## config.mk

```make
export PLATFORM = sky130hd
export DESIGN_NAME = gha_ctrl
export DESIGN_NICKNAME = d
export VERILOG_FILES = /design/src/rtl/gha_pkg.sv /design/src/rtl/gha_ctrl.sv
export SDC_FILE = /design/constraint.sdc
export NUM_CORES = 1
export LEC_CHECK = 0
export ABC_CLOCK_PERIOD_IN_PS = 3100
export BUFFER_PORTS_ARGS = -buffer_cell sky130_fd_sc_hd__clkbuf_2
export CAP_MARGIN = 20
export CORE_AREA = 8 8 45 47
export CTS_BUF_LIST = sky130_fd_sc_hd__clkbuf_16
export DETAILED_ROUTE_END_ITERATION = 8
export DIE_AREA = 0 0 53 55
export PLACE_DENSITY = 0.66
export SYNTH_ARGS = -nofsm -noshare
export SYNTH_HDL_FRONTEND = slang
export SYNTH_SLANG_ARGS = --single-unit
```

## constraint.sdc

```tcl
create_clock -name clk -period 3.1 [get_ports clk]
set_input_delay 0.62 -clock clk [delete_from_list [all_inputs] [get_ports clk]]
set_output_delay 0.62 -clock clk [all_outputs]
set_load 0.02 [all_outputs]
```

## src/rtl/gha_pkg.sv

```systemverilog
`default_nettype none

package gha_pkg;

  // Default table geometry
  localparam int ID_BITS_DEF  = 8;
  localparam int GEN_BITS_DEF = 8;

  // Fixed field widths
  localparam int ACTION_W    = 2;
  localparam int HANDLE_W    = 16;
  localparam int TAG_W       = 8;
  localparam int STATUS_W    = 2;
  localparam int IN_TDATA_W  = 32;
  localparam int OUT_TDATA_W = 32;

  typedef enum logic [ACTION_W-1:0] {
    ACT_CREATE = 2'd0,
    ACT_DELETE = 2'd1,
    ACT_ALIVE  = 2'd2,
    ACT_TAG    = 2'd3
  } action_t;

  typedef enum logic [STATUS_W-1:0] {
    STAT_DONE     = 2'd0,
    STAT_FULL     = 2'd1,
    STAT_NOT_LIVE = 2'd2
  } status_t;

  typedef enum logic [2:0] {
    S_IDLE,
    S_CREATE,
    S_LOOK,
    S_CHECK,
    S_SWAP,
    S_LINK,
    S_FREE
  } state_t;

  // Commands from the controller to the datapath
  typedef struct packed {
    logic load;        // capture the accepted item
    logic sp_rd;       // read the sparse table
    logic sp_rd_last;  // sparse read at the id of the last dense entry
    logic dn_rd;       // read the dense table
    logic dn_rd_last;  // dense read at the last live slot
    logic create_wr;   // commit a create and post its result
    logic full_res;    // post a store-full result
    logic check_res;   // post a query or failed-delete result
    logic swap_wr;     // move the last dense entry into the hole
    logic link_wr;     // repoint the moved id at its new slot
    logic free_wr;     // push the deleted id and post the result
  } gha_cmd_t;

  // Status from the datapath to the controller
  typedef struct packed {
    action_t action;
    logic    full;
    logic    live;
  } gha_sts_t;

endpackage

`default_nettype wire

```

## src/rtl/gha_ctrl.sv

```systemverilog
`default_nettype none

module gha_ctrl (
  input  wire logic              clk,
  input  wire logic              rst_n,
  input  wire logic              in_tvalid,
  output logic                   in_tready,
  input  wire gha_pkg::action_t  in_action,
  output logic                   out_tvalid,
  input  wire logic              out_tready,
  output gha_pkg::gha_cmd_t      cmd,
  input  wire gha_pkg::gha_sts_t sts
);
  import gha_pkg::*;

  state_t state_r, state_nxt;
  logic   out_valid_r, out_valid_nxt;
  logic   out_free;
  logic   finish;

  assign out_free = !out_valid_r || out_tready;

  // Sequence one item through the tables
  always_comb begin
    state_nxt = state_r;
    cmd       = '0;
    in_tready = 1'b0;
    case (state_r)
      S_IDLE: begin
        in_tready = 1'b1;
        cmd.sp_rd = 1'b1;
        if (in_tvalid) begin
          cmd.load  = 1'b1;
          state_nxt = (in_action == ACT_CREATE) ? S_CREATE : S_LOOK;
        end
      end
      S_CREATE: begin
        if (out_free) begin
          if (sts.full) begin
            cmd.full_res = 1'b1;
          end else begin
            cmd.create_wr = 1'b1;
          end
          state_nxt = S_IDLE;
        end
      end
      S_LOOK: begin
        cmd.dn_rd = 1'b1;
        state_nxt = S_CHECK;
      end
      S_CHECK: begin
        if (sts.action == ACT_DELETE && sts.live) begin
          cmd.dn_rd      = 1'b1;
          cmd.dn_rd_last = 1'b1;
          state_nxt      = S_SWAP;
        end else if (out_free) begin
          cmd.check_res = 1'b1;
          state_nxt     = S_IDLE;
        end
      end
      S_SWAP: begin
        cmd.swap_wr    = 1'b1;
        cmd.sp_rd      = 1'b1;
        cmd.sp_rd_last = 1'b1;
        state_nxt      = S_LINK;
      end
      S_LINK: begin
        cmd.link_wr = 1'b1;
        state_nxt   = S_FREE;
      end
      S_FREE: begin
        if (out_free) begin
          cmd.free_wr = 1'b1;
          state_nxt   = S_IDLE;
        end
      end
      default: begin
        state_nxt = S_IDLE;
      end
    endcase
  end

  // Hold the result until the receiver takes it
  assign finish = cmd.create_wr || cmd.full_res || cmd.check_res || cmd.free_wr;

  always_comb begin
    if (finish) begin
      out_valid_nxt = 1'b1;
    end else if (out_tready) begin
      out_valid_nxt = 1'b0;
    end else begin
      out_valid_nxt = out_valid_r;
    end
  end

  always_ff @(posedge clk) begin
    if (!rst_n) begin
      state_r     <= S_IDLE;
      out_valid_r <= 1'b0;
    end else begin
      state_r     <= state_nxt;
      out_valid_r <= out_valid_nxt;
    end
  end

  assign out_tvalid = out_valid_r;

endmodule

`default_nettype wire

```

# After elaboration in Yosys (flattened, before gate mapping)
# Index checks and enable logic that the tools add are counted.
[classes]
n_reduce_logical = 11
n_eq_ne = 8
n_mux = 24
[op_table]
columns = ["op", "n"]
rows = [
  ["one-hot mux 3 bit (6 select lines)", 1],
  ["2-to-1 mux 1 bit", 15],
  ["equality test 3 bit (second input constant)", 3],
  ["2-to-1 mux 3 bit", 3],
  ["2-to-1 mux 2 bit", 4],
  ["equality test 3 x 2 -> 1 bit (second input constant)", 2],
  ["logical OR 1 bit", 4],
  ["OR reduction 2 bit", 2],
  ["equality test 3 x 1 -> 1 bit (second input constant)", 1],
  ["logical NOT 3 bit", 1],
  ["equality test 2 x 1 -> 1 bit (second input constant)", 1],
  ["logical NOT 2 bit", 1],
  ["inequality test 2 bit (second input constant)", 1],
  ["one-hot mux 1 bit (2 select lines)", 1],
  ["nonzero test 2 bit", 1],
  ["logical AND 1 bit", 1],
  ["logical NOT 1 bit", 1],
]
[word_totals]
wordCells = 45
out_inout_bits = 13
inputBits = 10
regBits = 4

# Depth between registers and ports, before layout
# Gate-level depths: netlist (run 1).
[depth]
depth_word = 8
ltp_mapped = 5

# Worst setup path after synthesis (run 1)
# No wires, ideal clock.
[synth_timing]
path_kind = "input-to-output"
from = "input out_tready"
to = "output cmd[4] (netlist name)"
path_slack_ps = 890
arrival_ps = 1590
t_required_ps = 2480
n_path_buf = 1
path_stages = 3
path_cell_list = "nor2b_1 > clkbuf_1 > nor4b_1"
[synth_lines]
columns = ["element", "line", "rtl"]
rows = [
  ["from (decl)", "gha_ctrl.sv:10", "input wire logic out_tready,"],
  ["to (decl)", "gha_ctrl.sv:11", "output gha_pkg::gha_cmd_t cmd,"],
]

==> flow_summary.yaml, run 1 <==
synth:
  synthDistinctLibCells: 30
  synthCells: 48
  ys_warn_count: 0
  yosys.area.top_type_share: 0.2078
  ys_ff_latch: 4
  synthTopCellsByCount: "dfxtp_1, nor2_1, nor3_1"
  synth_edf_count: 0
  synthArstFlopShare: 0
  synth_top_flop_cell: "dfxtp_1"
  yosysTopAreaCell: "dfxtp_1"
  syn-num-nets: 58
  synth.area.top_cells: "dfxtp_1, clkbuf_8, buf_6"
  syn_area_um2: 385.4
  avgSynthCellArea_um2: 8.029
  synth_seq_area_share: 0.2078
setup_path:
  critPathKind: "reg -> out"
  crit_path_end_kind: "output port"
  critPathLaunchType: "register"
  r2r_slack_ns: 1.72
  slowest_stage: "dfxtp_1"
  cp-startpoint: "state_r[0]$_SDFFE_PN0P_"
  cp.arrival_ns: 1.62
  path_max_fanout: 15
  r2r_end: "out_tvalid$_SDFFE_PN0P_"
  r2r-start: "state_r[1]$_SDFFE_PN0P_"
  reg2reg_depth: 3
  crit_end: "cmd[4]"
  critical_path.max_stage_delay_ns: 0.57
  path_cells: "or2b_2 -> nor4b_1 -> clkbuf_2"
  cp.required_ns: 2.48
placement:
  dpl_cell_area_um2: 454.2
  dp_hpwl_um: 805.8
  gp_congestion: 0.6757
  post-place-ws_ns: 1.060
  post-place-cells: 80
  portBuffers: 22
sta:
  post-route-period-util: 0.7227
  tns_ns: 0
  hold_viol: 0
  finalClockSkew_ns: 0.002978
  max_slew_margin: 0.6287
  max_freq_mhz: 446.4
  rsz0062_at_grt: "false"
  report.final.setup_viol: 0
  layout_setup_ws_ns: 0.8597
  post-route-min-period_ns: 2.240
  slew_violations: 0
  worstMarginPinSlew_ns: 0.5562
power_and_ir_drop:
  power_leakage_nw: 0.2532
  ir_drop_uv: 250.8
  powerDensity_nw_per_um2: 598.2
detailed_routing:
  wl_met1_um: 406
  ant_nets: 0
  drc_errors: 0
  dr_total_vias: 408
  firstDrtPassIters: 4
  drt-initial-drc-count: 6
  routed-wl-met2_um: 526
  routed_via_density: 4.916
  totalWireLength_um: 1019
  route.met3.wl_um: 85
  top_layer: "met3"
  wl_per_cell_um: 12.28
cts:
  h-tree-depth: 1
  clock_latency_ns: 0.22
  root_buffer: "clkbuf_16"
  postCtsSetupRepairBufs: 0
  cts_tree: "yes"
  ctsResizeCount: 0
  cts_buffers: 3
  clk_pin_slew_worst_paths_ns: 0.03
  cts_sinks: 4
  clock_path_buffers: 2
  hold_buffers: 0
floorplanning:
  fp-row-count: 14
  die_h_um: 55
  core_um2: 1384
  design.die.area_um2: 2915
  ioPinCount: 23
  die_x_um: 53
  start_util: 0.2785
outcome:
  status: "finished clean"
grt:
  grt_first_pass_wirelength_um: 1614
  grt_pass1_vias: 412
  overflow: 0
  antenna_found_initial: 0
  grt_max_degree: 19
  grt_use_total: 0.07424
job:
  drv_cap: 0
worst_hold_path:
  worstHoldPathType: "in -> reg"
final_layout:
  final_cell_area_um2: 529.3
  n_fill_cell: 161
  drive_gt1_frac: 0.4478
  syn_to_final_growth_pct: 37.34
  diodes: 0
  finalNetCount: 79
  final_core_util: 0.3825
  multi_input_comb_area_um2: 240.2
  regArea_um2: 80.08
  final_cells: 83
stage by stage:
stage                     power (W)  hold slack (ns)
after floorplan           0.0001080           0.6388
after global placement    0.0001194           0.7108
after detailed placement  0.0001202           0.7142
after CTS                 0.0003217           0.6390
after global routing      0.0003311           0.6399
final                     0.0003166           0.6411
power breakdown:
group | switching (W) | internal, W
Clock | 0.0000333 | 0.000164
Sequential | 0.0000108 | 0.0000554
Combinational | 0.0000285 | 0.0000242
routing by layer:
layer | vias up | track usage
li1 | 213 | -
met1 | 183 | 0.06970
met2 | 12 | 0.1328
met3 | 0 | 0.04278
met4 | 0 | 0.02586
met5 | - | 0
worst min path at each step:
stage                                          to               startpoint  depth (start not counted)
final                     out_tvalid$_SDFFE_PN0P_                    rst_n                          2
after global routing      out_tvalid$_SDFFE_PN0P_                    rst_n                          2
after CTS                 out_tvalid$_SDFFE_PN0P_                    rst_n                          2
after detailed placement  state_r[0]$_SDFFE_PN0P_  out_tvalid$_SDFFE_PN0P_                          3
after global placement    state_r[0]$_SDFFE_PN0P_  out_tvalid$_SDFFE_PN0P_                          3
after floorplan           state_r[0]$_SDFFE_PN0P_  state_r[2]$_SDFFE_PN0P_                          3
worst max-delay path, delay by kind of cell, from the launching register on:
kind | cells | cell delay, ns
buf+inv | 1 | 0.22
flops | 1 | 0.57
simple gates | 2 | 0.61
layout make-up:
cell class              count  share of cell area
multi-input cells          37              0.4539
repair buffers             22              0.2080
well taps                  16             0.03783
flip-flops and latches      4              0.1513
clock buffers               3              0.1418
inverters                   1            0.007092
logic make-up after synthesis:
| group | after synthesis | share of synthesized area |
|---|---|---|
| compound gates | 9 | 0.1656 |
| flops | 4 | 0.2078 |
| simple gates | 28 | 0.4578 |
| buf+inv | 7 | 0.1688 |
state kept, by name, summed over array words and instances, names as in the netlist:
signal and flops:
out_tvalid 1, state_r 3
placed cells by master (no fill, tap or decap), types with 2 or more instances in the layout:
master,synthesis,routed
a21oi_1,3,3
nand3b_1,2,2
nor2b_1,2,2
dfxtp_1,4,4
nand3_1,3,3
nor2_1,4,4
clkbuf_16,0,3
clkbuf_2,0,22
nand2_1,2,2
nor3_1,4,4
No activity file was read; power rests on OpenSTA's default activity.
==> inputs of run 2 (changes only) <==
--- a/config.mk
+++ b/config.mk
@@ -5,14 +5,14 @@
 export SDC_FILE = /design/constraint.sdc
 export NUM_CORES = 1
 export LEC_CHECK = 0
-export ABC_CLOCK_PERIOD_IN_PS = 3100
+export ABC_CLOCK_PERIOD_IN_PS = 1950
 export BUFFER_PORTS_ARGS = -buffer_cell sky130_fd_sc_hd__clkbuf_2
 export CAP_MARGIN = 20
 export CORE_AREA = 8 8 45 47
 export CTS_BUF_LIST = sky130_fd_sc_hd__clkbuf_16
 export DETAILED_ROUTE_END_ITERATION = 8
 export DIE_AREA = 0 0 53 55
-export PLACE_DENSITY = 0.66
+export PLACE_DENSITY = 0.68
 export SYNTH_ARGS = -nofsm -noshare
 export SYNTH_HDL_FRONTEND = slang
 export SYNTH_SLANG_ARGS = --single-unit
==> constraint.sdc (replaced) <==
create_clock -name clk -period 1.95 [get_ports clk]
set_input_delay 0.39 -clock clk [delete_from_list [all_inputs] [get_ports clk]]
set_output_delay 0.39 -clock clk [all_outputs]
set_load 0.02 [all_outputs]
==> flow_summary.yaml, run 2 (synthesis results as in run 1) <==
cts:
  clock_path_buffers: 2
  postCtsSetupRepairBufs: 0
  cts_sinks: 4
  h-tree-depth: 1
  clock_latency_ns: 0.22
  cts_tree: "yes"
  root_buffer: "clkbuf_16"
  ctsResizeCount: 0
  cts_buffers: 3
  hold_buffers: 0
  clk_pin_slew_worst_paths_ns: 0.03
power_and_ir_drop:
  clkPwrFrac: 0.619
  power_leakage_nw: 0.2715
  p_comb_frac: 0.194
  powerDensity_nw_per_um2: 930.9
  swShare: 0.2400
  p_int_w: 0.0003948
  ir_drop_uv: 325.7
  switchingPower_w: 0.0001247
  seq_power_share: 0.187
  power_w: 0.0005195
detailed_routing:
  firstDrtPassIters: 4
  ant_nets: 0
  drc_errors: 0
  routed_via_density: 4.965
  drt-initial-drc-count: 13
  totalWireLength_um: 1147
  dr_total_vias: 427
  wl_per_cell_um: 13.34
grt:
  grt_max_degree: 12
  overflow: 0
  antenna_found_initial: 0
  grt_pass1_vias: 414
  grt_first_pass_wirelength_um: 1752
  grt_use_total: 0.08133
floorplanning:
  core_um2: 1384
  die_x_um: 53
  design.die.area_um2: 2915
  start_util: 0.2785
  fp-row-count: 14
  ioPinCount: 23
  die_h_um: 55
final_layout:
  syn_to_final_growth_pct: 44.80
  finalNetCount: 82
  mostFrequentLayoutCell: "clkbuf_2"
  layout_common_cells: "clkbuf_2, nor3_1, nor2_1, dfxtp_1"
  multi_input_comb_area_um2: 246.5
  regMostFlops: "state_r"
  n_fill_cell: 141
  diodes: 0
  regArea_um2: 80.08
  drive_gt1_frac: 0.4857
  largest_register_ffs: 3
worst_hold_path:
  worstHoldPathType: "in -> reg"
sta:
  worstMarginPinSlew_ns: 0.3401
  post-route-period-util: 0.9108
  max_slew_margin: 0.7729
  max_freq_mhz: 563.0
  post-route-min-period_ns: 1.776
  report.final.setup_viol: 0
  rsz0062_at_grt: "false"
  tns_ns: 0
  slew_violations: 0
  hold_viol: 0
  finalClockSkew_ns: 0.003319
setup_path:
  cp.arrival_ns: 1.39
  crit_path_end_kind: "output port"
  cp.required_ns: 1.56
  critPathLaunchType: "register"
  critPathKind: "reg -> out"
  path_max_fanout: 10
  r2r_slack_ns: 0.62
outcome:
  status: "finished clean"
job:
  drv_cap: 0
placement:
  portBuffers: 22
  dp_hpwl_um: 888.8
  gp_congestion: 0.7827
[run 2: changes by cell type in the layout (fill, tap and decap cells not counted)]
cell      before  now
buf_4          0    3
buf_2          0    1
clkbuf_2      22   21
nor4b_1        1    0
nor4b_2        0    1
[run 2: per-stage QoR]
step,cell area (um^2),hold WS (ns),utilization,cells,setup slack [ns]
floorplan,385.4,0.5075,-,48,0.07630
global placement,476.7,0.6260,0.3445,83,0.3999
detailed placement,476.7,0.6338,0.3445,83,0.3525
CTS,551.8,0.4153,0.3987,86,0.1186
global route,558.0,0.4147,0.4033,86,0.06783
finish,558.0,0.4134,0.4033,86,0.1739
[run 2: layout make-up]
class / instances / area share
repair buffers: 25 / 0.2377
well taps: 16 / 0.03587
multi-input cells: 37 / 0.4417
inverters: 1 / 0.006726
flip-flops and latches: 4 / 0.1435
clock buffers: 3 / 0.1345
[run 2: worst paths after layout]
kind	start	end	cells after the start
worst max register to register	state_r[1]$_SDFFE_PN0P_	state_r[1]$_SDFFE_PN0P_	4
worst min register to register	state_r[0]$_SDFFE_PN0P_	state_r[0]$_SDFFE_PN0P_	3
worst min-delay path	rst_n	out_tvalid$_SDFFE_PN0P_	2
worst max-delay path	state_r[0]$_SDFFE_PN0P_	cmd[3]	5
[run 2: worst max-delay path, cell delays in order (launching register included)]
cell and delay (ns):
dfxtp_1 0.39, buf_4 0.19, nor2b_1 0.21, nand3_1 0.10, nor2_1 0.09, clkbuf_2 0.17
[run 2: power by group through the flow]
stage	sequential (W)	combinational (W)	clock [W]
floorplan	0.0000941	0.0000775	0
global placement	0.0000973	0.0000997	0
detailed placement	0.0000979	0.000101	0
CTS	0.0000967	0.000101	0.000322
global route	0.0000985	0.000109	0.000331
finish	0.0000974	0.000101	0.000321
[run 2: layer usage]
metal  up-vias  routed length (um)  track usage  part of all wire
li1        220                   -            -                 -
met1       194                 446      0.08485              0.39
met2        13                 628       0.1387              0.55
met3         0                  72      0.01070             0.063
met4         0                   0      0.07759                 0
met5         -                   0            0                 0
